`config.mk`:
```
export PLATFORM = sky130hd
export DESIGN_NAME = avs_stage
export DESIGN_NICKNAME = d
export VERILOG_FILES = /design/src/hw/rtl/avs_pkg.sv /design/src/hw/rtl/avs_stage.sv
export SDC_FILE = /design/constraint.sdc
export NUM_CORES = 1
export LEC_CHECK = 0
export BUFFER_PORTS_ARGS = -buffer_cell sky130_fd_sc_hd__buf_2
export CAP_MARGIN = 20
export CORE_MARGIN = 2
export CORE_UTILIZATION = 47
export DETAILED_ROUTE_END_ITERATION = 10
export MAX_ROUTING_LAYER = met4
export PLACE_DENSITY = 0.75
export RECOVER_POWER = 25
export REMOVE_ABC_BUFFERS = 1
export SLEW_MARGIN = 20
export SYNTH_ARGS = -nofsm -noshare
export SYNTH_HDL_FRONTEND = slang
export SYNTH_SLANG_ARGS = --single-unit
export TNS_END_PERCENT = 30
```
`constraint.sdc`:
```
create_clock -name clk -period 0.8 [get_ports clk]
set_clock_uncertainty 0.05 [all_clocks]
set_input_delay 0.08 -clock clk [delete_from_list [all_inputs] [get_ports clk]]
set_output_delay 0.08 -clock clk [all_outputs]
set_load 0.05 [all_outputs]
```
`src/hw/rtl/avs_pkg.sv`:
```
`default_nettype none
// ----------------------------------------------------------------------------
// avs_pkg: shared types and constants of the aim vector angle and speed block
// Item structs, the axis codes that bypass the CORDIC, the phase format and
// the arctangent table of the rotation stages.
// ----------------------------------------------------------------------------
package avs_pkg;

	localparam int FIELD_W       = 12;
	localparam int ANGLE_W       = 17;
	localparam int SPEED_W       = 8;
	localparam int SPEED_CMP_W   = 17;

	// Phase accumulator: degrees with 16 fraction bits.
	localparam int Z_FRAC        = 16;
	localparam int Z_W           = 27;
	localparam int ATAN_LEN      = 24;

	localparam int DEF_COORD_BITS      = 12;
	localparam int DEF_ANGLE_FRAC_BITS = 8;
	localparam int DEF_CORDIC_STAGES   = 16;
	localparam int DEF_SPEED_LIMIT     = 160;

	localparam logic REG_AIM_X = 1'b0;
	localparam logic REG_AIM_Y = 1'b1;

	localparam logic signed [Z_W-1:0] Z_90  = Z_W'(90) <<< Z_FRAC;
	localparam logic signed [Z_W-1:0] Z_180 = Z_W'(180) <<< Z_FRAC;

	typedef struct packed {
		logic [FIELD_W-1:0] pointer_x;
		logic [FIELD_W-1:0] pointer_y;
	} in_item_t;

	typedef struct packed {
		logic signed [ANGLE_W-1:0] angle_deg;
		logic [SPEED_W-1:0]        speed;
	} out_item_t;

	// Vectors that lie on an axis get an exact angle instead of the CORDIC phase.
	typedef enum logic [2:0] {
		AXIS_NONE,
		AXIS_ZERO,
		AXIS_HALF_TURN,
		AXIS_PLUS_90,
		AXIS_MINUS_90
	} axis_t;

	typedef struct packed {
		logic  valid;
		axis_t axis;
	} stage_ctl_t;

	// atan(2^-i) in degrees, 16 fraction bits, rounded to nearest.
	function automatic logic signed [Z_W-1:0] atan_q16(input int idx);
		logic signed [Z_W-1:0] v;
		case (idx)
			0:  v = Z_W'(2949120);
			1:  v = Z_W'(1740967);
			2:  v = Z_W'(919879);
			3:  v = Z_W'(466945);
			4:  v = Z_W'(234379);
			5:  v = Z_W'(117304);
			6:  v = Z_W'(58666);
			7:  v = Z_W'(29335);
			8:  v = Z_W'(14668);
			9:  v = Z_W'(7334);
			10: v = Z_W'(3667);
			11: v = Z_W'(1833);
			12: v = Z_W'(917);
			13: v = Z_W'(458);
			14: v = Z_W'(229);
			15: v = Z_W'(115);
			16: v = Z_W'(57);
			17: v = Z_W'(29);
			18: v = Z_W'(14);
			19: v = Z_W'(7);
			20: v = Z_W'(4);
			21: v = Z_W'(2);
			22: v = Z_W'(1);
			default: v = '0;
		endcase
		return v;
	endfunction

endpackage
`default_nettype wire

```
`src/hw/rtl/avs_stage.sv`:
```
`default_nettype none
// ----------------------------------------------------------------------------
// avs_stage: one stage of the rotation and square root chain
// One CORDIC vectoring rotation and one bit of the digit-by-digit integer
// square root, each only where the stage index lies within its length.
// ----------------------------------------------------------------------------
module avs_stage #(
	parameter int COORD_BITS    = avs_pkg::DEF_COORD_BITS,
	parameter int CORDIC_STAGES = avs_pkg::DEF_CORDIC_STAGES,
	parameter int STAGE         = 0
) (
	input  wire                                 clk,
	input  wire                                 arst_n,
	input  avs_pkg::stage_ctl_t                 ctl_in,
	input  wire signed [COORD_BITS+avs_pkg::Z_FRAC+2:0] x_in,
	input  wire signed [COORD_BITS+avs_pkg::Z_FRAC+2:0] y_in,
	input  wire signed [avs_pkg::Z_W-1:0]       z_in,
	input  wire [2*COORD_BITS+1:0]              n_in,
	input  wire [COORD_BITS+2:0]                rem_in,
	input  wire [COORD_BITS:0]                  root_in,
	output avs_pkg::stage_ctl_t                 ctl_out,
	output logic signed [COORD_BITS+avs_pkg::Z_FRAC+2:0] x_out,
	output logic signed [COORD_BITS+avs_pkg::Z_FRAC+2:0] y_out,
	output logic signed [avs_pkg::Z_W-1:0]      z_out,
	output logic [2*COORD_BITS+1:0]             n_out,
	output logic [COORD_BITS+2:0]               rem_out,
	output logic [COORD_BITS:0]                 root_out
);
	import avs_pkg::*;

	localparam int XY_W      = COORD_BITS + Z_FRAC + 3;
	localparam int ROOT_BITS = COORD_BITS + 1;
	localparam int N_W       = 2 * ROOT_BITS;
	localparam int REM_W     = ROOT_BITS + 2;
	localparam bit DO_ROT    = (STAGE < CORDIC_STAGES) && (STAGE < ATAN_LEN);
	localparam bit DO_ROOT   = (STAGE < ROOT_BITS);
	localparam logic signed [Z_W-1:0] ATAN = atan_q16(STAGE);

	logic signed [XY_W-1:0] xs;
	logic signed [XY_W-1:0] ys;
	logic signed [XY_W-1:0] x_nxt;
	logic signed [XY_W-1:0] y_nxt;
	logic signed [Z_W-1:0]  z_nxt;
	logic [REM_W-1:0]       rem_sh;
	logic [REM_W-1:0]       trial;
	logic                   fits;
	logic [REM_W-1:0]       rem_nxt;
	logic [ROOT_BITS-1:0]   root_nxt;
	logic [N_W-1:0]         n_nxt;

	stage_ctl_t             ctl_s1;
	logic signed [XY_W-1:0] x_s1;
	logic signed [XY_W-1:0] y_s1;
	logic signed [Z_W-1:0]  z_s1;
	logic [N_W-1:0]         n_s1;
	logic [REM_W-1:0]       rem_s1;
	logic [ROOT_BITS-1:0]   root_s1;

	always_comb begin
		xs = x_in >>> STAGE;
		ys = y_in >>> STAGE;
		x_nxt = x_in;
		y_nxt = y_in;
		z_nxt = z_in;
		if (DO_ROT) begin
			if (!y_in[XY_W-1]) begin
				x_nxt = x_in + ys;
				y_nxt = y_in - xs;
				z_nxt = z_in + ATAN;
			end else begin
				x_nxt = x_in - ys;
				y_nxt = y_in + xs;
				z_nxt = z_in - ATAN;
			end
		end
	end

	// Two radicand bits enter the remainder per stage, most significant first.
	always_comb begin
		rem_sh   = {rem_in[REM_W-3:0], n_in[N_W-1 -: 2]};
		trial    = {root_in, 2'b01};
		fits     = (rem_sh >= trial);
		rem_nxt  = rem_in;
		root_nxt = root_in;
		n_nxt    = n_in;
		if (DO_ROOT) begin
			rem_nxt  = fits ? (rem_sh - trial) : rem_sh;
			root_nxt = {root_in[ROOT_BITS-2:0], fits};
			n_nxt    = n_in << 2;
		end
	end

	always_ff @(posedge clk or negedge arst_n) begin
		if (!arst_n) begin
			ctl_s1 <= '{valid: 1'b0, axis: AXIS_NONE};
		end else begin
			ctl_s1 <= ctl_in;
		end
	end

	always_ff @(posedge clk) begin
		x_s1    <= x_nxt;
		y_s1    <= y_nxt;
		z_s1    <= z_nxt;
		n_s1    <= n_nxt;
		rem_s1  <= rem_nxt;
		root_s1 <= root_nxt;
	end

	assign ctl_out  = ctl_s1;
	assign x_out    = x_s1;
	assign y_out    = y_s1;
	assign z_out    = z_s1;
	assign n_out    = n_s1;
	assign rem_out  = rem_s1;
	assign root_out = root_s1;

endmodule
`default_nettype wire

```
==> results.ini, run 1 <==
[outcome]
outcome = aborted with a tool error
stop_stage = 5_1_grt
firstError = [ERROR GRT-0232] Routing congestion too high. Check the congestion heatmap in the GUI.

[die]
io_pins = 296
fp.dieH_um = 144
die_w_um = 144
start_util = 0.477
rows = 51

[logic_synthesis]
yosys-top-cells-count = dfxtp_1, a21oi_1, inv_1
yosys.cell_types.count = 76
synth-edff-count = 0
synth_seq_cells = 144
async_reset_ff_frac = 0.0278
avgSynthCellArea_um2 = 8.40
synth_top_area_frac = 0.304
synth_ff_type = dfxtp_1
syn_inst = 1098
synth_top_cell_by_area = dfxtp_1
synth-seq-area-share = 0.315
synthMostInstantiatedCell = dfxtp_1
synth_area_leaders = dfxtp_1, ha_1, a21oi_1
ys_warn_count = 0
syn_area_um2 = 9230

[place]
place_area_um2 = 13400
io_buffer_count = 291
placedCellCount = 1947
hpwl_mm = 27.6
gp_congestion = 1.05

[cts]
numCtsBuffers = 17
h-tree-depth = 4
root_buffer = clkbuf_16
cts.sinks = 144
clockBufferDepth = 2

[grt]
grt_max_degree = 57
grt_usage = 0.779
overflow = 4

[sta]
worstEndpointType = register data pin
grt_worst_setup_endpoint = x_out[23]$_DFF_P_/D

==> kinds of logic after synthesis <==
group / Yosys count / share of synthesized area
AOI/OAI and AO/OA: 341 / 0.239
xor gates and xnor gates: 80 / 0.0759
adders and majority gates: 118 / 0.163
buffers and inverters: 164 / 0.0690
DFF: 144 / 0.315
muxes: 12 / 0.0134
other: 1 / 0.000406
and+or+nand+nor: 238 / 0.125
==> metal layers <==
layer | overflow | GRT usage
met1 | 0 | 0.769
met2 | 1 | 0.897
met3 | 0 | 0.674
met4 | 3 | 0.728
met5 | - | -
==> metrics by stage <==
step | worst slack [ps] | utilization
floorplan | -1900 | -
global placement | -2170 | 0.692
detailed placement | -2260 | 0.692
CTS | -1610 | 0.842
==> what timing repair did <==
action	CTS
resized for setup	290
setup endpoints to repair	231
endpoints found under the hold margin	78
hold buffers	74
cloned	2
pin swaps	113
setup buffers	44
==> run 2: changes to the inputs <==
Settings changed: CORE_UTILIZATION 47 to 40, MAX_ROUTING_LAYER met4 to not set, PLACE_DENSITY 0.75 to not set, PLACE_DENSITY_LB_ADDON set to 0.15.
Clock period 0.8 ns to 1.04 ns, I/O delays scaled along.
==> run 2 against run 1 <==
  * The flow now finishes, with violations (negative setup slack)
  * Synthesized cell count is the same
  * Synthesized area stayed put
==> results.ini, run 2 <==
[outcome]
outcome = complete, but fails checks
violations = negative setup slack

[critical_path]
critPathMaxFanout = 2
path_class = input port to register
worst_setup_path_start_kind = input port
crit_arrival_ps = 2760
crit_path_end_kind = register
crit_required_ps = 1310

[sta]
finalMaxSlewViolations = 0
fin_ws_ps = -1450
timing.fmax_ghz = 0.401
fin_crit_ps = 2490
worst_pin_slew_ps = 605
setup_viol = 226
rsz0062_at_grt = true
post-route-period-util = 2.40
hold_viol = 0
relSlewSlack = 0.597

[power]
power_leakage_nw = 8.52
power.density_nw_per_um2 = 1500
power_mw = 27.0
seqPwrFrac = 0.262
switchingPower_mw = 11.5
p_sw_frac = 0.427
ir_drop_v = 0.00105
pwr-share-clk = 0.242
power.internal_mw = 15.5
power_frac_comb = 0.496

[logic_synthesis]
yosys.cell_types.count = 76
ys_warn_count = 0
synth-seq-area-share = 0.315
synth_top_area_frac = 0.304
async_reset_ff_frac = 0.0278
synth_top_cell_by_area = dfxtp_1
synth-edff-count = 0
yosys-top-cells-count = dfxtp_1, a21oi_1, inv_1
avgSynthCellArea_um2 = 8.40
syn_inst = 1098
synth_area_leaders = dfxtp_1, ha_1, a21oi_1
synth_ff_type = dfxtp_1
syn_area_um2 = 9230
synth_seq_cells = 144
synthMostInstantiatedCell = dfxtp_1

[grt]
overflow = 0
grt_pass1_vias = 11700
grt_pass1_wl_mm = 61.6
grt_usage = 0.325
antenna_found_initial = 3
grt_max_degree = 44

[final_layout]
nNetsFinal = 2115
most-common-layout-cells = buf_4, buf_2, inv_1
largest_reg_flops = 31
final_cell_area_um2 = 18000
area_growth_pct = 94.6
fin_util = 0.793
final_cells = 2148
post_route_cells_drive_above_1_share = 0.565
layout_commonest_cell = buf_4

[die]
start_util = 0.408
fp.dieH_um = 156
io_pins = 296
dieArea_um2 = 24300
die_w_um = 156
core-area_um2 = 22600
rows = 55

[place]
gp_congestion = 0.919
placedCellCount = 1981
io_buffer_count = 291
hpwl_mm = 27.9
place_area_um2 = 13500

[cts]
clk_pin_slew_ps = 70
cts_tree = built
numCtsBuffers = 17
root_buffer = clkbuf_16
h-tree-depth = 4
cts.sinks = 144
clockBufferDepth = 2

[routing]
via_count = 11600
wl_per_cell_um = 21.4
finalWirelength_mm = 45.9
first_pass_iters = 7
ant_nets = 0
drt-initial-drc-count = 891
drc = 0
via_per_inst = 5.40

[hold_path]
hp-start = z_in[16]
whs_path_depth = 4
whs_endpoint = z_out[17]
hp-class = input port to register

[job]
drv_cap = 0

-- run 2: critical path, cell delays in order --
cell	delay (ps)
buf_8	100
inv_4	50
ha_4	130
inv_2	40
fa_2	390
a211oi_2	310
buf_4	200
o211a_4	180
o31ai_4	70
a21bo_2	250
a2111oi_4	280
buf_4	160
a21o_1	130
o311a_1	180
a21oi_1	50
xnor2_1	140
-- run 2: metrics by stage --
stage / setup WS (ps) / setup TNS [ps] / hold slack (ps)
final: -1450 / -87120 / 35.0
after global routing: -1530 / -94640 / 35.7
after CTS: -1250 / -81150 / 6.00
after detailed placement: -1980 / -115820 / -134
after global placement: -1930 / -113520 / -137
after floorplan: -1690 / -88130 / -242
-- run 2: power by group through the flow --
stage                     combinational (mW)  clock, mW  sequential [mW]
after floorplan                         2.98          0             9.84
after global placement                  9.92          0             6.79
after detailed placement                9.95          0             6.80
after CTS                               11.7       6.44             6.79
after global routing                    13.9       6.79             7.14
final                                   13.4       6.51             7.07
-- run 2: cell type report --
cell class	instances	area, µm²
antenna	2	5.00
fill	1401	4680
clock buffer	17	425
multi-input combinational	791	7220
tap	285	357
inverter	123	489
timing repair buffer	771	6260
sequential	144	3010
clock inverter	15	193
-- run 2: how the worst max path moves through the flow --
stage / from / to / slack, ps / cells past startpoint
final: y_in[0] / y_out[28] / -1450 / 16
after global routing: y_in[0] / y_out[28] / -1530 / 16
after CTS: y_in[0] / x_out[25] / -1250 / 13
after detailed placement: x_in[0] / y_out[28] / -1980 / 14
after global placement: y_in[0] / y_out[28] / -1930 / 16
after floorplan: x_in[6] / x_out[25] / -1690 / 11
-- run 2: cell families (layout without fill, tap and decap cells) --
kind of cell	count (synthesis)	after routing	synth area share
buf+inv	164	926	0.0690
compound gates	341	341	0.239
flops	144	144	0.315
simple gates	238	238	0.125
xor+xnor	80	80	0.0759
other cells	1	4	0.000406
mux	12	12	0.0134
fa+ha+maj	118	118	0.163
-- run 2: per-layer routing --
| layer | global-route usage | wire length [µm] |
|---|---|---|
| met3 | 0.0639 | 3490 |
| met5 | 0 | 13 |
| met2 | 0.574 | 22100 |
| met4 | 0.186 | 3290 |
| met1 | 0.364 | 17000 |
-- run 2: repair_timing --
item / CTS / global route
pin swaps: 120 / 103
gates resized for setup: 355 / 439
setup buffers: 44 / 34
setup endpoints to repair: 226 / 225
hold buffers: 76 / 0
gates cloned: 2 / 0
endpoints found under the hold margin: 77 / 0
(Power assumes the default switching activity.)
