`config.mk`:
```
export PLATFORM = sky130hd
export DESIGN_NAME = avs_finish
export DESIGN_NICKNAME = d
export VERILOG_FILES = /design/src/hw/rtl/avs_pkg.sv /design/src/hw/rtl/avs_finish.sv
export SDC_FILE = /design/constraint.sdc
export NUM_CORES = 1
export LEC_CHECK = 0
export ABC_AREA = 1
export BUFFER_PORTS_ARGS = -buffer_cell sky130_fd_sc_hd__buf_2
export CORE_MARGIN = 5
export CORE_UTILIZATION = 36
export DETAILED_ROUTE_END_ITERATION = 8
export PLACE_DENSITY = 0.59
export SYNTH_ARGS = -nofsm -noshare
export SYNTH_HDL_FRONTEND = slang
export SYNTH_SLANG_ARGS = --single-unit
export TNS_END_PERCENT = 10
```
`constraint.sdc`:
```
create_clock -name clk -period 1.9 [get_ports clk]
set_clock_uncertainty 0.2 [all_clocks]
set_input_delay 0.475 -clock clk [delete_from_list [all_inputs] [get_ports clk]]
set_output_delay 0.475 -clock clk [all_outputs]
set_load 0.03 [all_outputs]
```
`src/hw/rtl/avs_pkg.sv`:
```
`default_nettype none
// ----------------------------------------------------------------------------
// avs_pkg: shared types and constants of the aim vector angle and speed block
// Item structs, the axis codes that bypass the CORDIC, the phase format and
// the arctangent table of the rotation stages.
// ----------------------------------------------------------------------------
package avs_pkg;

	localparam int FIELD_W       = 12;
	localparam int ANGLE_W       = 17;
	localparam int SPEED_W       = 8;
	localparam int SPEED_CMP_W   = 17;

	// Phase accumulator: degrees with 16 fraction bits.
	localparam int Z_FRAC        = 16;
	localparam int Z_W           = 27;
	localparam int ATAN_LEN      = 24;

	localparam int DEF_COORD_BITS      = 12;
	localparam int DEF_ANGLE_FRAC_BITS = 8;
	localparam int DEF_CORDIC_STAGES   = 16;
	localparam int DEF_SPEED_LIMIT     = 160;

	localparam logic REG_AIM_X = 1'b0;
	localparam logic REG_AIM_Y = 1'b1;

	localparam logic signed [Z_W-1:0] Z_90  = Z_W'(90) <<< Z_FRAC;
	localparam logic signed [Z_W-1:0] Z_180 = Z_W'(180) <<< Z_FRAC;

	typedef struct packed {
		logic [FIELD_W-1:0] pointer_x;
		logic [FIELD_W-1:0] pointer_y;
	} in_item_t;

	typedef struct packed {
		logic signed [ANGLE_W-1:0] angle_deg;
		logic [SPEED_W-1:0]        speed;
	} out_item_t;

	// Vectors that lie on an axis get an exact angle instead of the CORDIC phase.
	typedef enum logic [2:0] {
		AXIS_NONE,
		AXIS_ZERO,
		AXIS_HALF_TURN,
		AXIS_PLUS_90,
		AXIS_MINUS_90
	} axis_t;

	typedef struct packed {
		logic  valid;
		axis_t axis;
	} stage_ctl_t;

	// atan(2^-i) in degrees, 16 fraction bits, rounded to nearest.
	function automatic logic signed [Z_W-1:0] atan_q16(input int idx);
		logic signed [Z_W-1:0] v;
		case (idx)
			0:  v = Z_W'(2949120);
			1:  v = Z_W'(1740967);
			2:  v = Z_W'(919879);
			3:  v = Z_W'(466945);
			4:  v = Z_W'(234379);
			5:  v = Z_W'(117304);
			6:  v = Z_W'(58666);
			7:  v = Z_W'(29335);
			8:  v = Z_W'(14668);
			9:  v = Z_W'(7334);
			10: v = Z_W'(3667);
			11: v = Z_W'(1833);
			12: v = Z_W'(917);
			13: v = Z_W'(458);
			14: v = Z_W'(229);
			15: v = Z_W'(115);
			16: v = Z_W'(57);
			17: v = Z_W'(29);
			18: v = Z_W'(14);
			19: v = Z_W'(7);
			20: v = Z_W'(4);
			21: v = Z_W'(2);
			22: v = Z_W'(1);
			default: v = '0;
		endcase
		return v;
	endfunction

endpackage
`default_nettype wire

```
`src/hw/rtl/avs_finish.sv`:
```
`default_nettype none
// ----------------------------------------------------------------------------
// avs_finish: result formatting
// Picks the exact axis angle or the CORDIC phase, rounds it to the output
// fraction width, clamps it to a half turn and saturates the speed.
// ----------------------------------------------------------------------------
module avs_finish #(
	parameter int COORD_BITS      = avs_pkg::DEF_COORD_BITS,
	parameter int ANGLE_FRAC_BITS = avs_pkg::DEF_ANGLE_FRAC_BITS,
	parameter int SPEED_LIMIT     = avs_pkg::DEF_SPEED_LIMIT
) (
	input  wire                           clk,
	input  wire                           arst_n,
	input  avs_pkg::stage_ctl_t           ctl_in,
	input  wire signed [avs_pkg::Z_W-1:0] z_in,
	input  wire [COORD_BITS:0]            root_in,
	output logic                          done,
	output avs_pkg::out_item_t            result
);
	import avs_pkg::*;

	localparam int ROOT_BITS  = COORD_BITS + 1;
	localparam int RND_SHIFT  = Z_FRAC - ANGLE_FRAC_BITS;
	localparam logic signed [Z_W-1:0] HALF = (Z_W'(1) <<< RND_SHIFT) >>> 1;
	localparam logic signed [Z_W-1:0] LIM  = Z_W'(180) <<< ANGLE_FRAC_BITS;
	localparam logic [SPEED_CMP_W-1:0] LIMIT = SPEED_CMP_W'(SPEED_LIMIT);

	logic signed [Z_W-1:0]   z_sel;
	logic signed [Z_W-1:0]   z_rnd;
	logic signed [Z_W-1:0]   z_clamp;
	logic [SPEED_CMP_W-1:0]  half_len;
	logic [SPEED_CMP_W-1:0]  spd;

	logic                    done_s1;
	out_item_t               result_s1;

	always_comb begin
		case (ctl_in.axis)
			AXIS_NONE:      z_sel = z_in;
			AXIS_ZERO:      z_sel = '0;
			AXIS_HALF_TURN: z_sel = Z_180;
			AXIS_PLUS_90:   z_sel = Z_90;
			AXIS_MINUS_90:  z_sel = -Z_90;
			default:        z_sel = '0;
		endcase

		// Arithmetic shift floors, so adding half rounds ties upward.
		z_rnd = (z_sel + HALF) >>> RND_SHIFT;
		if (z_rnd > LIM) begin
			z_clamp = LIM;
		end else if (z_rnd < -LIM) begin
			z_clamp = -LIM;
		end else begin
			z_clamp = z_rnd;
		end

		half_len = SPEED_CMP_W'(root_in >> 1);
		spd = (half_len > LIMIT) ? LIMIT : half_len;
	end

	always_ff @(posedge clk or negedge arst_n) begin
		if (!arst_n) begin
			done_s1 <= 1'b0;
		end else begin
			done_s1 <= ctl_in.valid;
		end
	end

	always_ff @(posedge clk) begin
		result_s1.angle_deg <= ANGLE_W'(z_clamp);
		result_s1.speed     <= SPEED_W'(spd);
	end

	assign done   = done_s1;
	assign result = result_s1;

	initial_unused_check: assert property (@(posedge clk) disable iff (!arst_n)
		done_s1 |-> $past(ctl_in.valid))
		else $error("result strobe without an item in the last chain stage");

	axis_angle_check: assert property (@(posedge clk) disable iff (!arst_n)
		(ctl_in.valid && ctl_in.axis == AXIS_ZERO) |=> (result_s1.angle_deg == '0))
		else $error("vector on the positive axis did not give angle zero");

	speed_zero_check: assert property (@(posedge clk) disable iff (!arst_n)
		(ctl_in.valid && root_in == '0) |=> (result_s1.speed == '0))
		else $error("zero length did not give speed zero");

endmodule
`default_nettype wire

```
[Yosys cells after proc, flatten, opt, wreduce, memory -nomap -nowiden]
Cells that the tools add are included.
Word-level totals
  latch bits: 0
  memories: 0
  bits in read-only memories: 0
  memory bits (writable): 0
  input bits: 46
  output and inout bits: 26
  word-level logic and storage cells: 15
  bits in registers: 26
Operators by class
  eq/ne operators: 3
  add/subtract/negate cells: 1
  $mul: 0
  shift-type cells: 0
  divide/modulo/power cells: 0
  multiplexer cells: 2
  bitwise operators: 0
  reductions and logical operators: 2
  magnitude comparators: 3
Operators by type and width (count)
  27-bit case mux with 4 select lines: 1
  27-bit by 9-bit adder with 27-bit output (second input constant): 1
  19-bit by 17-bit greater-than comparator with 1-bit output (second input constant): 1
  19-bit by 17-bit < comparator with 1-bit output (second input constant): 1
  17-bit two-way mux: 1
  12-bit by 8-bit greater-than comparator with 1-bit output (second input constant): 1
  3-bit by 2-bit equality test with 1-bit output (second input constant): 2
  3-bit equality test (second input constant): 1
  3-bit logical NOT: 1
  2-bit OR reduction: 1

[Depth between registers and ports, before layout]
  depth after elaboration: 5
  gate-level depth with buffers: 20
  gate-level depth less buffers: 19

[Worst setup path after synthesis]
No wires, ideal clock.
  path type: input -> register
  start: input ctl_in[1] in the netlist's numbering
  end: register result_s1 (netlist bit result[10])
  required time: 1.638 ns
  path slack: -0.877 ns
  arrival time: 2.514 ns
  cell stages on the path: 19
  setup time: 0.062 ns
  path buffers: 1
  cells stage by stage: nor2_4 > nand2_4 > buf_8 > nor2_1 > ha_1 > inv_1 > nor2_1 > nand2_1 > xor2_1 > nand2_1 > nor2_1 > nand3_1 > nand2_1 > nand2_1 > nand2_1 > nand2_2 > nand2_4 > nand2_8 > nor2_2
On the way
  cells in the longest elaborated chain, start to end: 5
  elaborated cells on any way between the ends: 9
  classes of those cells: add/sub (1); order compare (2); eq/ne (3); mux (1); reduce/logical (2)
Ends and longest elaborated chain
  start, declared: RTL line avs_finish.sv:14  | input avs_pkg::stage_ctl_t ctl_in,
  3-bit equality test, or another cell as far along: RTL line avs_finish.sv:38  | case (ctl_in.axis)
  27-bit case mux with 4 select lines (*): RTL line avs_finish.sv:38
  27-bit by 9-bit adder with 27-bit output (*): RTL line avs_finish.sv:48  | z_rnd = (z_sel + HALF) >>> RND_SHIFT;
  19-bit by 17-bit greater-than comparator with 1-bit output / 19-bit by 17-bit < comparator with 1-bit output (equally long branches): RTL line avs_finish.sv:49, avs_finish.sv:51
  2-bit OR reduction (no source line)
  end, declared: RTL line avs_finish.sv:35  | out_item_t result_s1;
Every way passes the cells marked *; elsewhere a longest branch is shown, timed or not.
A chain may end at the register's enable or synchronous reset.

[Worst setup path in the final report]
  start: input ctl_in[1] in the netlist's numbering
  end: register result_s1 (netlist bit result[22])
On the way
  cells in the longest elaborated chain, start to end: 5
  elaborated cells on any way between the ends: 9
  classes of those cells: add/sub (1); order compare (2); eq/ne (3); mux (2); reduce/logical (1)
Ends and longest elaborated chain
  3-bit equality test, or another cell as far along: RTL line avs_finish.sv:38
  27-bit case mux with 4 select lines (*): RTL line avs_finish.sv:38
  27-bit by 9-bit adder with 27-bit output (*): RTL line avs_finish.sv:48
  19-bit by 17-bit < comparator with 1-bit output: RTL line avs_finish.sv:51  | end else if (z_rnd < -LIM) begin
  17-bit two-way mux: RTL line avs_finish.sv:51
Marks and branches as above.

==> results_dict.tcl <==
set metrics [dict create \
    outcome "complete, but fails checks" \
    violations "setup timing" \
    period_needed_ns 2.52 \
    hp-class "in -> reg" \
    p_total_w 0.00131 \
    maxCapViolCount 0 \
    crit_path_start "ctl_in[1]" \
    start_util_pct 36.6 \
    relSlewSlack_pct 70.2 \
    min_to "done" \
    whs_path_depth 1 \
    ys_types 31 \
    wire_per_inst_um 9.97 \
    drcViolationCount 0 \
    cts_buffers 3 \
    die_h_um 81.9 \
    grt_max_degree 15 \
    syn_inst 273 \
    clk_pin_slew_ns 0.08 \
    final_cells 467 \
    final_util_pct 55.9 \
    rsz0062_at_grt "true" \
    setup_ws_ns -0.623 \
    routed_wl_um 4660 \
    ys_seq_elements 26 \
    die_width_um 81.9 \
    cts_buffer_depth 2 \
    worst_hold_slack_ns 0.117 \
    vias 2016 \
    worstPathRequired_ns 1.86 \
    gp_congestion 0.814 \
    cts.root.buffer_cell "clkbuf_8" \
    yosysWarnings 0 \
    hold_violations 0 \
    tightest_slew_ns 0.442 \
    fillers 528 \
    num_antenna_cells 0 \
    power.density_mw_per_mm2 460 \
    arrival_ns 2.48 \
    power.internal_w 0.000901 \
    firstDrtPassIters 4 \
    dp_cells 458 \
    p_seq_share_pct 44.1 \
    fmax_ghz 0.396 \
    cts.sinks 26 \
    comb_power_share_pct 33.1 \
    synth.cell_area_mm2 0.00186 \
    grt_pass1_vias 1901 \
    drive_above_1_share_pct 46.3 \
    final_cell_mix "buf_2 (62), nand2_1 (57), buf_4 (56), inv_1 (47), dfxtp_1 (25)" \
    viasPerCell 4.32 \
    area_delta_synth_final_pct 52.5 \
    min_from "ctl_in[3]" \
    period_share_pct 133 \
    critPathLaunchType "primary input" \
    final_common_cell "buf_2" \
    cts_tree "yes" \
    overflow 0 \
    core-area_mm2 0.00507 \
    p_clk_share_pct 22.8 \
    final-max-slew-violation-count 0 \
    grt_usage_pct 14.2 \
    placementRows 26 \
    syn_nets 320 \
    grt_pass1_wl_um 7680 \
    drt_iter0_markers 42 \
    critPathCaptureType "register" \
    die_area_mm2 0.00670 \
    hpwl_um 3970 \
    ios 72 \
    vdd_drop_max_mv 0.260 \
    ys_seq_area_share_pct 28.3 \
    syn_area_per_cell_um2 6.81 \
    io_buffers 63 \
    leakagePower_nw 1.53 \
    setup_viol 17 \
    h-tree-depth 1 \
    switchingPower_w 0.000404 \
    swShare_pct 31.0 \
    postRouteAntennaNets 0 \
    worstPathMaxFanout 8 \
    dp_slack_ns -0.864 \
    final_nets 445 \
    antenna_found_initial 0 \
    critPathKind "in -> reg" \
]
## metal layers
metal	vias up	global-route usage [%]	part of all wire, %
met5	-	0	0
met1	841	16.9	43
met4	0	3.82	0.88
met2	69	26.2	47
met3	2	1.97	9.1
li1	1104	-	-
## cell usage after synthesis
cell type	count	share of area (%)
a21oi_1	1	0.27
and2_1	1	0.34
buf_4	1	0.40
buf_6	1	0.61
buf_8	1	0.81
dfrtp_1	1	1.3
dfxtp_1	25	27
ha_1	1	0.67
inv_1	50	10
inv_2	3	0.61
nand2_1	63	13
nand2_2	3	1.0
nand2_4	6	3.6
nand2_8	1	1.1
nand3_1	19	5.1
nand4_1	16	5.4
nand4_2	1	0.67
nor2_1	28	5.7
nor2_2	14	4.7
nor2_4	4	2.4
nor2_8	3	3.2
nor3_1	6	1.6
nor4_1	3	1.0
nor4_2	1	0.67
o21ai_0	6	1.6
o21ai_1	2	0.54
o21ai_2	2	0.94
o21ai_4	2	1.7
xnor2_1	3	1.4
xnor2_2	1	0.88
xor2_1	4	1.9
## flip-flops by register name (all words and copies together) (netlist names)
signal / flops
done: 1
result: 25
## critical path, stage by stage
cell,delay (ns)
buf_2,0.12
nor2_4,0.20
buf_4,0.17
o21ai_0,0.10
nand2_2,0.14
nand2_4,0.08
nor4_2,0.26
nand3_1,0.16
xnor2_2,0.32
inv_2,0.10
nand2_4,0.18
nand2_1,0.07
nand2_1,0.06
inv_1,0.03
## power groups by stage
stage	Clock, W	Combinational (W)	Sequential (W)
5_1_grt	0.000336	0.000478	0.000580
6_report	0.000297	0.000432	0.000576
4_1_cts	0.000313	0.000410	0.000576
3_3_place_gp	0	0.000404	0.000589
2_1_floorplan	0	0.000174	0.000647
3_5_place_dp	0	0.000406	0.000589
## kinds of logic (layout without fill, tap and decap cells)
group	after synthesis	after routing	share of synthesized area, %
AND/OR/NAND/NOR	169	170	49.3
AO/OA/AOI/OAI	13	13	5.11
adder cells (fa/ha/maj)	1	1	0.673
XOR/XNOR	8	8	4.17
buffers and inverters	56	179	12.5
flip-flops	26	26	28.3
## stage by stage
step	cell area, um2	setup TNS [ns]
after detailed placement	2690	-13.98
after CTS	2750	-9.24
after global routing	2840	-13.08
after global placement	2690	-13.46
after floorplan	1900	-10.54
final	2840	-9.75
## worst max-delay path by stage
stage,end,depth (start not counted)
after global routing,result[19],19
after detailed placement,result[10],19
after global placement,result[9],14
after CTS,result[10],19
after floorplan,result[10],19
final,result[22],14
## timing repair
action                     CTS  global route
setup endpoints to repair   17            17
pin swaps                    3            10
hold endpoints to repair     1             0
setup buffers                0             3
resized for setup            1            15
cloned                       0             1
hold buffers                 1             0
## layout make-up
class | instances | area, um2 | share of cell area [%]
multi-input combinational | 192 | 1190 | 42.1
timing repair buffer | 122 | 783 | 27.6
sequential | 26 | 526 | 18.5
inverter | 53 | 199 | 7.02
tap | 70 | 87.6 | 3.09
clock buffer | 4 | 45.0 | 1.59
(Power assumes the default switching activity.)
