`src/hw/rtl/avs_pkg.sv`:
```
`default_nettype none
// ----------------------------------------------------------------------------
// avs_pkg: shared types and constants of the aim vector angle and speed block
// Item structs, the axis codes that bypass the CORDIC, the phase format and
// the arctangent table of the rotation stages.
// ----------------------------------------------------------------------------
package avs_pkg;

	localparam int FIELD_W       = 12;
	localparam int ANGLE_W       = 17;
	localparam int SPEED_W       = 8;
	localparam int SPEED_CMP_W   = 17;

	// Phase accumulator: degrees with 16 fraction bits.
	localparam int Z_FRAC        = 16;
	localparam int Z_W           = 27;
	localparam int ATAN_LEN      = 24;

	localparam int DEF_COORD_BITS      = 12;
	localparam int DEF_ANGLE_FRAC_BITS = 8;
	localparam int DEF_CORDIC_STAGES   = 16;
	localparam int DEF_SPEED_LIMIT     = 160;

	localparam logic REG_AIM_X = 1'b0;
	localparam logic REG_AIM_Y = 1'b1;

	localparam logic signed [Z_W-1:0] Z_90  = Z_W'(90) <<< Z_FRAC;
	localparam logic signed [Z_W-1:0] Z_180 = Z_W'(180) <<< Z_FRAC;

	typedef struct packed {
		logic [FIELD_W-1:0] pointer_x;
		logic [FIELD_W-1:0] pointer_y;
	} in_item_t;

	typedef struct packed {
		logic signed [ANGLE_W-1:0] angle_deg;
		logic [SPEED_W-1:0]        speed;
	} out_item_t;

	// Vectors that lie on an axis get an exact angle instead of the CORDIC phase.
	typedef enum logic [2:0] {
		AXIS_NONE,
		AXIS_ZERO,
		AXIS_HALF_TURN,
		AXIS_PLUS_90,
		AXIS_MINUS_90
	} axis_t;

	typedef struct packed {
		logic  valid;
		axis_t axis;
	} stage_ctl_t;

	// atan(2^-i) in degrees, 16 fraction bits, rounded to nearest.
	function automatic logic signed [Z_W-1:0] atan_q16(input int idx);
		logic signed [Z_W-1:0] v;
		case (idx)
			0:  v = Z_W'(2949120);
			1:  v = Z_W'(1740967);
			2:  v = Z_W'(919879);
			3:  v = Z_W'(466945);
			4:  v = Z_W'(234379);
			5:  v = Z_W'(117304);
			6:  v = Z_W'(58666);
			7:  v = Z_W'(29335);
			8:  v = Z_W'(14668);
			9:  v = Z_W'(7334);
			10: v = Z_W'(3667);
			11: v = Z_W'(1833);
			12: v = Z_W'(917);
			13: v = Z_W'(458);
			14: v = Z_W'(229);
			15: v = Z_W'(115);
			16: v = Z_W'(57);
			17: v = Z_W'(29);
			18: v = Z_W'(14);
			19: v = Z_W'(7);
			20: v = Z_W'(4);
			21: v = Z_W'(2);
			22: v = Z_W'(1);
			default: v = '0;
		endcase
		return v;
	endfunction

endpackage
`default_nettype wire

```
`src/hw/rtl/avs_prep.sv`:
```
`default_nettype none
// ----------------------------------------------------------------------------
// avs_prep: vector forming and CORDIC setup
// Two stages: the difference to the aim point, then the squared length, the
// axis classification and the half-plane fold of the rotation start values.
// ----------------------------------------------------------------------------
module avs_prep #(
	parameter int COORD_BITS = avs_pkg::DEF_COORD_BITS
) (
	input  wire                                 clk,
	input  wire                                 arst_n,
	input  wire                                 accept,
	input  avs_pkg::in_item_t                   item,
	input  wire [COORD_BITS-1:0]                aim_x,
	input  wire [COORD_BITS-1:0]                aim_y,
	output avs_pkg::stage_ctl_t                 ctl_out,
	output logic signed [COORD_BITS+avs_pkg::Z_FRAC+2:0] x_out,
	output logic signed [COORD_BITS+avs_pkg::Z_FRAC+2:0] y_out,
	output logic signed [avs_pkg::Z_W-1:0]      z_out,
	output logic [2*COORD_BITS+1:0]             n_out
);
	import avs_pkg::*;

	localparam int XY_W = COORD_BITS + Z_FRAC + 3;
	localparam int D_W  = COORD_BITS + 1;
	localparam int N_W  = 2 * COORD_BITS + 2;

	logic [COORD_BITS-1:0]  px;
	logic [COORD_BITS-1:0]  py;
	logic                   valid_s1;
	logic signed [D_W-1:0]  dx_s1;
	logic signed [D_W-1:0]  dy_s1;

	logic signed [N_W-1:0]  dx2;
	logic signed [N_W-1:0]  dy2;
	logic [N_W-1:0]         sq;
	axis_t                  axis;
	logic signed [XY_W-1:0] x_init;
	logic signed [XY_W-1:0] y_init;
	logic signed [Z_W-1:0]  z_init;

	stage_ctl_t             ctl_s2;
	logic signed [XY_W-1:0] x_s2;
	logic signed [XY_W-1:0] y_s2;
	logic signed [Z_W-1:0]  z_s2;
	logic [N_W-1:0]         n_s2;

	assign px = COORD_BITS'(item.pointer_x);
	assign py = COORD_BITS'(item.pointer_y);

	always_ff @(posedge clk or negedge arst_n) begin
		if (!arst_n) begin
			valid_s1 <= 1'b0;
		end else begin
			valid_s1 <= accept;
		end
	end

	always_ff @(posedge clk) begin
		dx_s1 <= signed'({1'b0, aim_x}) - signed'({1'b0, px});
		dy_s1 <= signed'({1'b0, py}) - signed'({1'b0, aim_y});
	end

	always_comb begin
		dx2 = N_W'(dx_s1) * N_W'(dx_s1);
		dy2 = N_W'(dy_s1) * N_W'(dy_s1);
		sq  = $unsigned(dx2) + $unsigned(dy2);

		if (dx_s1 == '0 && dy_s1 == '0) begin
			axis = AXIS_ZERO;
		end else if (dx_s1 == '0) begin
			axis = dy_s1[D_W-1] ? AXIS_HALF_TURN : AXIS_ZERO;
		end else if (dy_s1 == '0) begin
			axis = dx_s1[D_W-1] ? AXIS_MINUS_90 : AXIS_PLUS_90;
		end else begin
			axis = AXIS_NONE;
		end

		// The left half-plane is folded onto the right one; the phase starts at
		// a half turn whose sign follows dx.
		x_init = XY_W'(dy_s1) <<< Z_FRAC;
		y_init = XY_W'(dx_s1) <<< Z_FRAC;
		z_init = '0;
		if (dy_s1[D_W-1]) begin
			x_init = -x_init;
			y_init = -y_init;
			z_init = dx_s1[D_W-1] ? -Z_180 : Z_180;
		end
	end

	always_ff @(posedge clk or negedge arst_n) begin
		if (!arst_n) begin
			ctl_s2 <= '{valid: 1'b0, axis: AXIS_NONE};
		end else begin
			ctl_s2 <= '{valid: valid_s1, axis: axis};
		end
	end

	always_ff @(posedge clk) begin
		x_s2 <= x_init;
		y_s2 <= y_init;
		z_s2 <= z_init;
		n_s2 <= sq;
	end

	assign ctl_out = ctl_s2;
	assign x_out   = x_s2;
	assign y_out   = y_s2;
	assign z_out   = z_s2;
	assign n_out   = n_s2;

endmodule
`default_nettype wire

```
`config.mk`:
```
export PLATFORM = sky130hd
export DESIGN_NAME = avs_prep
export DESIGN_NICKNAME = d
export VERILOG_FILES = /design/src/hw/rtl/avs_pkg.sv /design/src/hw/rtl/avs_prep.sv
export SDC_FILE = /design/constraint.sdc
export NUM_CORES = 1
export LEC_CHECK = 0
export BUFFER_PORTS_ARGS = -buffer_cell sky130_fd_sc_hd__buf_4
export CAP_MARGIN = 40
export CORE_ASPECT_RATIO = 2
export CORE_UTILIZATION = 56
export CTS_CLUSTER_DIAMETER = 100
export CTS_CLUSTER_SIZE = 14
export DETAILED_ROUTE_END_ITERATION = 12
export PLACE_DENSITY = 0.8
export SETUP_SLACK_MARGIN = 0.02
export SLEW_MARGIN = 30
export SYNTH_ARGS = -nofsm -noshare
export SYNTH_HDL_FRONTEND = slang
export SYNTH_SLANG_ARGS = --single-unit
```
`constraint.sdc`:
```
create_clock -name clk -period 6.3 [get_ports clk]
set_input_delay 0.315 -clock clk [delete_from_list [all_inputs] [get_ports clk]]
set_output_delay 0.315 -clock clk [all_outputs]
set_load 0.01 [all_outputs]
```
=== After elaboration in Yosys (flattened, before gate mapping) ===
Index checks and enable logic that the tools add are counted.

* Register bits: 146
* Input port bits: 51
* Output and inout bits: 119
* Word-level logic and storage cells: 29

* Add/subtract/negate cells: 5
* $mul: 2
* Multiplexer cells: 8
* Reductions and logical operators: 3

{| class="wikitable"
|+ Operator list
! operator !! number
|-
| negation 29 -> 31 bit || 2
|-
| multiplier 13 x 13 -> 26 bit || 2
|-
| two-way mux 31 bit || 1
|-
| two-way mux 28 bit || 1
|-
| two-way mux 27 bit || 1
|-
| adder 26 bit || 1
|-
| logical NOT 13 bit || 2
|-
| subtractor 12 x 12 -> 13 bit || 2
|-
| two-way mux 3 bit || 4
|-
| two-way mux 2 bit || 1
|-
| logical AND 1 bit || 1
|}

=== Logic depth before layout (Yosys ltp) ===
Gate-level depths: netlist (run 1).

* Depth after elaboration: 4
* Depth in mapped cells: 27
* Gate-level depth less buffers: 26

=== Least setup slack after synthesis (run 1) ===
OpenSTA, ideal clock, no wires.

* Kind: reg2reg
* Start point: register dy_s1[12]
* End point: register n_s2[25] (netlist: n_out[25])
* Data arrival time: 6959 ps
* Required time: 6236 ps
* Slack: -723 ps
* Stages on the path, launching flop included: 22
* Path buffers: 3
* Cell sequence: dfxtp_1 > clkbuf_1 > clkbuf_1 > clkbuf_1 > nand2_1 > fa_1 > fa_1 > fa_1 > fa_1 > inv_1 > fa_1 > fa_1 > inv_1 > fa_1 > inv_1 > ha_1 > a2111oi_0 > nor3_1 > a221oi_4 > o21ai_2 > or4_1 > nand4_1

* Word-level cells in the longest chain between the ends: 2

{| class="wikitable"
|+ Ends and longest elaborated chain
! item !! RTL line !! source
|-
| start, declared || avs_prep.sv:32 || <nowiki>logic signed [D_W-1:0] dy_s1;</nowiki>
|-
| start signal, assigned || avs_prep.sv:61 || <nowiki>dy_s1 <= signed'({1'b0, py}) - signed'({1'b0, aim_y});</nowiki>
|-
| multiplier 13 x 13 -> 26 bit || avs_prep.sv:66 || <nowiki>dy2 = N_W'(dy_s1) * N_W'(dy_s1);</nowiki>
|-
| adder 26 bit || avs_prep.sv:67 || <nowiki>sq = $unsigned(dx2) + $unsigned(dy2);</nowiki>
|-
| named net sq[25] || avs_prep.sv:36 || <nowiki>logic [N_W-1:0] sq;</nowiki>
|-
| end signal, assigned || avs_prep.sv:103 || <nowiki>n_s2 <= sq;</nowiki>
|-
| end, declared || avs_prep.sv:46 || <nowiki>logic [N_W-1:0] n_s2;</nowiki>
|}

The timed path passes the listed nets, and every way through them passes these cells.
A chain may end at the register's enable or synchronous reset.

=== Worst setup path after layout (run 1) ===
* Start point: register dy_s1[12]
* End point: register n_s2[22] (netlist: n_out[22])

Same word-level chain as after synthesis.

==> flow_summary_export.csv, run 1 <==
group,metric,value,unit
grt,grt_pass1_vias,14170,
routing,dr.pass1.iters,5,
cts,clock_sinks,90,
floorplan,fp-row-count,86,
layout,syn_to_final_growth,23.65,%
routing,drtIter0Drc,562,
place,dp_hpwl,37660,um
logic_synthesis,synth_edf_count,0,
place,dp_slack,-0.4926,ns
logic_synthesis,ys_ff_latch,90,
timing,whs,0.04888,ns
timing,worst_slack,0.005785,ns
cts,ctsHtreeMaxLevel,3,
worst_setup_path,critPathCaptureType,"flop",
grt,antenna_found_initial,0,
worst_setup_path,crit_top_cell,"fa_1",
logic_synthesis,synth-xor-area-share,4.394,%
cts,cts-root-buf,"clkbuf_16",
logic_synthesis,yosysSeqAreaShare,11.60,%
flow_run,max-cap-violations,0,
logic_synthesis,synthAdderAreaFrac,54.41,%
logic_synthesis,synth_top_family_by_area,"adder cells",
logic_synthesis,synth.avg_cell_area,9.441,um2
routing,viasPerCell,5.225,
timing,maxSlewHeadroom,59.34,%
routing,antenna_left,0,
place,place.gp.congestion,0.9791,
floorplan,die_x,120.6,um
layout,n_antenna_cell,0,
grt,overflow,0,
timing,period_needed,6.294,ns
timing,hold_violations,0,
timing,max_freq,158.9,MHz
grt,grt_pass1_wl,71240,um
place,io_buffers,119,
routing,wire_per_inst,19.39,um
routing,drc,0,
cts,cts_inserted_buffers,9,
worst_hold_path,worstHoldPathType,"primary input to flop",
logic_synthesis,synthSimpleGateAreaFrac,8.835,%
floorplan,fp.coreArea,27550,um2
worst_setup_path,path_cells,"clkinvlp_4, nor2_2, xnor2_1, ha_1, inv_1, fa_1, inv_1, fa_1, fa_1, fa_2, fa_1, inv_2, fa_1, inv_2, ha_4, o21a_1, o2bb2ai_4, a2111oi_4, nor2_2, a21oi_2, a41oi_2, nor2b_1, xnor2_1",
floorplan,start_util,57.17,%
worst_setup_path,crit_arrival,6.56,ns
logic_synthesis,yosysWarningCount,0,
cts,cts_tree,"done",
worst_setup_path,critPathSlowestCell,"fa_1",
worst_setup_path,crit_required,6.57,ns
worst_setup_path,critPathMaxFanout,8,
logic_synthesis,synth_compound_area_share,5.371,%
cts,clk_path_buf_depth,2,
logic_synthesis,synthMuxAreaShare,0.06356,%
worst_setup_path,path_class,"flop to flop",
timing,rsz0062_at_grt,"yes",
floorplan,io-pin-count,170,
worst_setup_path,max_stage_delay,0.57,ns
timing,setup_viol,0,
logic_synthesis,ys_types,57,
floorplan,die_y,239.2,um
worst_setup_path,crit_path_start_kind,"flop",
logic_synthesis,netlist_area,15750,um2
cts,clk_pin_slew_worst_paths,0.08,ns
status,status,"finished, final reports clean",
routing,dr_total_vias,12240,
logic_synthesis,async_reset_ff_share,5.556,%
cts,clk_latency,0.39,ns
layout,drive_above_1_share,25.57,%
grt,grt_usage,34.02,%
timing,period_share,99.91,%
timing,skew,0.02048,ns
timing,drv_slew,0,
routing,finalWirelength,45430,um
logic_synthesis,synth_flop_cell,"dfxtp_1",
grt,grt_max_degree,25,
logic_synthesis,syn-instance-count,1668,
layout,final_nets,2519,
timing,worst_slew_pin_slew,0.6020,ns
floorplan,die-area,28840,um2
## cells by family after synthesis
kind of cell	count (synthesis)
multiplexers	1
buffers and inverters	586
other	1
XOR/XNOR	79
AO/OA/AOI/OAI	119
flip-flops	90
adder cells (fa/ha/maj)	482
AND/OR/NAND/NOR	310
## state kept, by name, summed over array words and instances (netlist names)
| signal | cells |
|---|---|
| valid_s1 | 1 |
| dy_s1 | 13 |
| z_out | 3 |
| x_out | 15 |
| y_out | 15 |
| n_out | 26 |
| ctl_out | 4 |
| dx_s1 | 13 |
## layer usage
layer / up-vias / track usage (%) / part of all wire [%]
met1: 6136 / 28.84 / 29
met3: 245 / 4.843 / 3.6
met2: 471 / 64.19 / 56
li1: 5390 / - / -
met4: 0 / 34.23 / 12
met5: - / 0 / 0
## worst max-delay path: cells and delay by family, from the launching register on
| kind | cells | cell delay, ns |
|---|---|---|
| AOI/OAI and AO/OA | 5 | 1.05 |
| xor gates and xnor gates | 2 | 0.22 |
| adders and majority gates | 8 | 3.70 |
| buffers and inverters | 5 | 0.43 |
| DFF | 1 | 0.37 |
| and+or+nand+nor | 3 | 0.42 |
## placed cells by master, fill, tap and decap left out, types with 9 or more instances in the layout
master / instances
a21oi_1: 20
and2_1: 38
buf_4: 328
buf_6: 14
clkbuf_16: 9
conb_1: 52
dfxtp_1: 62
dfxtp_2: 9
dfxtp_4: 14
fa_1: 314
fa_2: 24
ha_1: 133
ha_4: 11
inv_1: 469
inv_2: 18
nand2_1: 121
nor2_1: 68
nor2b_1: 10
nor3_1: 11
o21ai_0: 28
xnor2_1: 65
xor2_1: 12
## through the flow
stage	TNS [ns]	util, %	instance area, um2	cells
3_3_place_gp	-1.543	66.47	18310	2292
5_1_grt	-1.372	70.69	19470	2343
4_1_cts	0	69.51	19150	2335
3_5_place_dp	-2.543	66.47	18310	2292
6_report	0	70.69	19470	2343
2_1_floorplan	0	-	16090	1719
## cell type report
class / instances / area, um2
fill: 2014 / 8074
sequential: 90 / 1891
clock inverter: 7 / 81.33
multi-input combinational: 1043 / 12210
clock buffer: 9 / 225.2
timing repair buffer: 351 / 2775
tap: 352 / 440.4
inverter: 491 / 1853
## worst paths after layout
check | cells after the start | startpoint | slack, ns | endpoint
worst max-delay path | 23 | dy_s1[12] | 0.006 | n_out[22]
worst min-delay path | 1 | accept | 0.05 | valid_s1
worst max register to register | 23 | dy_s1[12] | 0.006 | n_out[22]
worst min register to register | 0 | valid_s1 | 0.35 | ctl_out[3]
max in group asynchronous | 2 | arst_n | 5.91 | ctl_out[0]
min in group asynchronous | 2 | arst_n | 0.28 | valid_s1
## timing repair
item,4_1_cts,5_1_grt
gates resized for setup,96,70
endpoints found under the hold margin,5,0
buffers inserted,26,9
pin swaps,47,58
setup endpoints to repair,9,8
hold buffers,1,0
## synthesized netlist by cell type, drive strengths merged, types with 2 or more instances
cell,number,area [um2]
o21a,3,22.52
or3,3,18.77
nand2b,5,31.28
xor2,14,122.6
and2,45,281.5
o211ai,3,32.53
a21boi,7,52.55
a21oi,29,145.1
a2111oi,3,51.30
o21bai,2,15.01
a211o,4,35.03
o31ai,7,52.55
buf,57,424.2
o31a,2,17.52
nor4,3,18.77
o21ai,33,172.7
ha,144,1802
nor3,12,60.06
xnor2,65,569.3
fa,338,6766
a31oi,2,27.53
nand3,8,40.04
dfrtp,5,125.1
clkbuf,38,142.6
o41ai,6,52.55
inv,490,1839
a21o,8,61.31
nor2b,10,62.56
a211oi,3,27.52
or4,3,22.52
nand2,134,503.0
dfxtp,85,1702
nand4,3,18.77
or2,4,25.02
nor2,78,292.8
Power of run 1 is not shown: default switching activity piles up to over one toggle a cycle in this logic, so the estimate is an artifact.
==> run 2, diff against run 1 <==
--- a/config.mk
+++ b/config.mk
@@ -12,7 +12,7 @@
 export CTS_CLUSTER_DIAMETER = 100
 export CTS_CLUSTER_SIZE = 14
 export DETAILED_ROUTE_END_ITERATION = 12
-export PLACE_DENSITY = 0.8
+export PLACE_DENSITY_LB_ADDON = 0.1
 export SETUP_SLACK_MARGIN = 0.02
 export SLEW_MARGIN = 30
 export SYNTH_ARGS = -nofsm -noshare
==> flow_summary_export.csv, run 2 (synthesis gave the netlist of run 1 again) <==
group,metric,value,unit
routing,dr.pass1.iters,5,
floorplan,io-pin-count,170,
timing,hold_violations,0,
worst_setup_path,crit_path_start_kind,"flop",
grt,antenna_found_initial,0,
worst_setup_path,path_cells,"buf_6, and2_4, inv_2, fa_1, inv_2, fa_1, inv_1, fa_1, inv_2, fa_2, fa_1, fa_1, inv_1, fa_1, inv_2, ha_4, a21oi_4, o21ai_2, a31oi_4, o21ai_2, a221oi_4, o21ai_2, or4_1, nand4_1",
floorplan,die_x,120.6,um
place,dp_hpwl,36340,um
routing,drc,0,
flow_run,max-cap-violations,0,
worst_setup_path,cp_num_buf_inv,7,
timing,setup_viol,0,
timing,skew,0.02007,ns
cts,clock_sinks,90,
layout,final_nets,2503,
worst_setup_path,crit_top_cell,"fa_1",
routing,viasPerCell,5.036,
grt,grt_pass1_wl,66100,um
cts,cts_tree,"done",
grt,grt_max_degree,20,
layout,layout_common_cells,"inv_1 (472), buf_4 (318), fa_1 (310)",
floorplan,fp.coreArea,27550,um2
status,status,"finished, final reports clean",
layout,layout_commonest_cell,"inv_1",
timing,period_needed,6.237,ns
cts,ctsHtreeMaxLevel,3,
timing,rsz0062_at_grt,"yes",
floorplan,die_y,239.2,um
cts,cts_inserted_buffers,9,
grt,grt_usage,31.60,%
place,place.gp.congestion,0.9568,
cts,clk_latency,0.38,ns
grt,grt_pass1_vias,13460,
routing,dr_total_vias,11720,
routing,drtIter0Drc,369,
routing,finalWirelength,41520,um
worst_setup_path,critPathCaptureType,"flop",
floorplan,start_util,57.17,%
worst_setup_path,crit_required,6.61,ns
layout,largest_register_ffs,26,
routing,wl_met3,1051,um
place,io_buffers,119,
timing,period_share,99.01,%
layout,n_antenna_cell,0,
timing,drv_slew,0,
floorplan,fp-row-count,86,
layout,nFillCells,2258,
floorplan,die-area,28840,um2
timing,setup_tns,0,ns
worst_setup_path,cp_top_family,"adder cells",
grt,overflow,0,
worst_hold_path,worstHoldPathType,"primary input to flop",
layout,syn_to_final_growth,22.31,%
cts,clk_pin_slew_worst_paths,0.07,ns
worst_setup_path,critPathSlowestCell,"fa_2",
worst_setup_path,critPathMaxFanout,6,
worst_setup_path,max_stage_delay,0.56,ns
worst_setup_path,crit_arrival,6.54,ns
routing,routed-wl-met2,24190,um
cts,cts-root-buf,"clkbuf_16",
routing,antenna_left,0,
routing,drt-met1-wl,11660,um
routing,wire_per_inst,17.84,um
cts,clk_path_buf_depth,2,
timing,max_freq,160.3,MHz
worst_setup_path,path_class,"flop to flop",
layout,drive_above_1_share,24.81,%
routing,dr.max_layer_used,"met4",
==> run 2: cell count changes in the layout (fill, tap and decap cells not counted), moves of 4 or more <==
cell    delta
nor2_2     +5
buf_4     -10
fa_1       -4
fa_2       +4
buf_6      -5
==> run 2: worst register-to-register path: stages (launching register included) <==
cell      delay (ns)
dfxtp_4         0.39
buf_6           0.13
and2_4          0.14
inv_2           0.03
fa_1            0.51
inv_2           0.04
fa_1            0.54
inv_1           0.05
fa_1            0.52
inv_2           0.04
fa_2            0.57
fa_1            0.47
fa_1            0.50
inv_1           0.05
fa_1            0.49
inv_2           0.04
ha_4            0.24
a21oi_4         0.17
o21ai_2         0.09
a31oi_4         0.20
o21ai_2         0.10
a221oi_4        0.30
o21ai_2         0.09
or4_1           0.40
nand4_1         0.09
==> run 2: layer usage <==
layer	vias up	track usage [%]
met5	-	0
met4	0	30.00
met3	174	3.149
met2	311	62.10
met1	5888	26.19
li1	5346	-
==> run 2: stage by stage <==
stage	utilization [%]	worst slack [ns]	hold WS, ns	cell area (um2)	std cells
2_1_floorplan	-	0.002724	0.01941	16090	1719
3_3_place_gp	66.53	-0.1900	0.1153	18330	2291
3_5_place_dp	66.53	-0.2608	0.1189	18330	2291
4_1_cts	68.71	0.001934	0.03397	18930	2317
5_1_grt	69.92	-0.1191	0.03985	19260	2327
6_report	69.92	0.06252	0.04821	19260	2327
==> run 2: path summary, 6_finish.rpt <==
kind,from,to,slack (ns),depth (start not counted)
min,accept,valid_s1,0.05,1
min in group asynchronous,arst_n,valid_s1,0.27,2
max,dy_s1[6],n_out[25],0.06,24
max reg2reg,dy_s1[6],n_out[25],0.06,24
min reg2reg,valid_s1,ctl_out[3],0.35,0
max in group asynchronous,arst_n,ctl_out[1],5.93,2
==> run 2: repair_timing <==
item / CTS / global route
pin swaps: 39 / 53
setup endpoints to repair: 7 / 7
resized for setup: 73 / 70
setup buffers: 9 / 11
hold endpoints to repair: 5 / 0
hold buffers: 1 / 0
==> run 2: area by class of cell <==
cell class                      instances  area (um2)  area share, %
Timing Repair Buffer                  335        2634          13.67
Clock buffer                           10       239.0          1.241
Sequential cell                        90        1894          9.835
Multi-Input combinational cell       1043       12150          63.07
Tap cell                              352       440.4          2.287
Inverter                              491        1851          9.608
Clock inverter                          6       55.05         0.2858
Power of run 2 is left out for the same reason.
==> run 3, diff against run 2 <==
--- a/config.mk
+++ b/config.mk
@@ -8,13 +8,13 @@
 export BUFFER_PORTS_ARGS = -buffer_cell sky130_fd_sc_hd__buf_4
 export CAP_MARGIN = 40
 export CORE_ASPECT_RATIO = 2
-export CORE_UTILIZATION = 56
+export CORE_UTILIZATION = 46
 export CTS_CLUSTER_DIAMETER = 100
 export CTS_CLUSTER_SIZE = 14
 export DETAILED_ROUTE_END_ITERATION = 12
 export PLACE_DENSITY_LB_ADDON = 0.1
 export SETUP_SLACK_MARGIN = 0.02
-export SLEW_MARGIN = 30
+export SLEW_MARGIN = 5
 export SYNTH_ARGS = -nofsm -noshare
 export SYNTH_HDL_FRONTEND = slang
 export SYNTH_SLANG_ARGS = --single-unit
==> flow_summary_export.csv, run 3 (synthesis gave the netlist of run 1 again) <==
group,metric,value,unit
place,place.gp.congestion,0.9477,
layout,instances_no_fill,2410,
routing,viasPerCell,4.813,
routing,antenna_left,0,
worst_setup_path,critPathCaptureType,"flop",
floorplan,fp-row-count,95,
timing,maxSlewHeadroom,58.14,%
cts,cts-root-buf,"clkbuf_16",
routing,finalWirelength,42640,um
timing,skew,0.01973,ns
floorplan,die_y,263.7,um
place,io_buffers,119,
cts,cts_inserted_buffers,9,
layout,layout_common_cells,"inv_1 (474), fa_1 (326), buf_4 (323)",
cts,cts_tree,"done",
grt,grt_pass1_wl,67850,um
worst_setup_path,critPathMaxFanout,3,
worst_setup_path,crit_top_cell,"fa_1",
place,dp_hpwl,38050,um
floorplan,die-area,35020,um2
flow_run,max-cap-violations,0,
timing,hold_violations,0,
routing,drc,0,
timing,rsz0062_at_grt,"yes",
floorplan,io-pin-count,170,
floorplan,die_x,132.8,um
grt,grt_max_degree,18,
timing,period_share,100.1,%
status,status,"finished with violations",
status,violations,"setup timing",
cts,clock_sinks,90,
routing,dr.pass1.iters,7,
worst_setup_path,cp_top_family,"adder cells",
cts,clk_latency,0.38,ns
worst_hold_path,worstHoldPathType,"primary input to flop",
layout,n_antenna_cell,0,
cts,ctsHtreeMaxLevel,3,
floorplan,fp.coreArea,33640,um2
timing,worst_slew_pin_slew,0.6235,ns
layout,drive_above_1_share,23.05,%
timing,max_freq,158.5,MHz
layout,largest_register_ffs,26,
routing,drtIter0Drc,382,
cts,clk_path_buf_depth,2,
layout,nFillCells,3064,
layout,layout_commonest_cell,"inv_1",
place,dp_slack,-0.2741,ns
worst_setup_path,path_class,"flop to flop",
layout,syn_to_final_growth,22.18,%
timing,whs,0.05091,ns
layout,final_nets,2502,
timing,period_needed,6.308,ns
grt,grt_pass1_vias,13400,
grt,overflow,0,
worst_setup_path,critPathSlowestCell,"fa_1",
timing,setup_viol,1,
worst_setup_path,crit_required,6.61,ns
grt,antenna_found_initial,1,
worst_setup_path,max_stage_delay,0.61,ns
floorplan,start_util,46.81,%
worst_setup_path,crit_path_start_kind,"flop",
place,place_inst,2377,
worst_setup_path,cp_num_buf_inv,8,
grt,grt_usage,26.42,%
routing,wire_per_inst,17.69,um
worst_setup_path,path_cells,"buf_12, clkinvlp_4, buf_12, buf_12, nor2_1, fa_1, inv_1, fa_1, inv_1, fa_1, fa_1, fa_1, fa_1, inv_1, fa_1, inv_2, ha_4, a2111oi_4, o21ai_2, a221oi_4, o21ai_2, or4_4, nand4_1",
timing,setup_tns,-0.007909,ns
timing,drv_slew,0,
worst_setup_path,crit_arrival,6.62,ns
cts,clk_pin_slew_worst_paths,0.07,ns
routing,dr_total_vias,11600,
timing,worst_slack,-0.007909,ns
[run 3: final timing paths]
check	slack, ns	from	depth (start not counted)	end
setup reg to reg	-0.008	dx_s1[12]	23	n_out[25]
hold reg to reg	0.36	valid_s1	0	ctl_out[3]
setup / recovery	-0.008	dx_s1[12]	23	n_out[25]
min in group asynchronous	0.29	arst_n	2	valid_s1
max in group asynchronous	5.91	arst_n	2	ctl_out[2]
hold / removal	0.05	accept	1	valid_s1
[run 3: cell type report]
cell class	count	area, um2	area share, %
well taps	436	545.5	2.835
multi-input cells	1043	12040	62.59
flip-flops and latches	90	1882	9.781
clock inverters	5	67.56	0.3512
repair buffers	334	2604	13.53
clock buffers	11	252.7	1.314
inverters	491	1847	9.599
[run 3: metrics by stage]
step,util [%],area (um2)
6_report,57.20,19240
3_5_place_dp,54.80,18440
2_1_floorplan,-,16090
4_1_cts,56.96,19160
5_1_grt,57.20,19240
3_3_place_gp,54.80,18440
[run 3: what timing repair did]
action                                 4_1_cts  5_1_grt
pin swaps                                   49       26
gates resized for setup                     75       25
endpoints found under the hold margin        5        0
setup endpoints to repair                    7        7
setup buffers                               15        2
hold buffers                                 1        0
[run 3: metal layers]
layer	wire [um]	GRT usage, %
met4	3969	21.44
met3	782	2.341
met5	13	0
met1	12010	21.34
met2	25870	54.73
Power of run 3 is left out for the same reason.
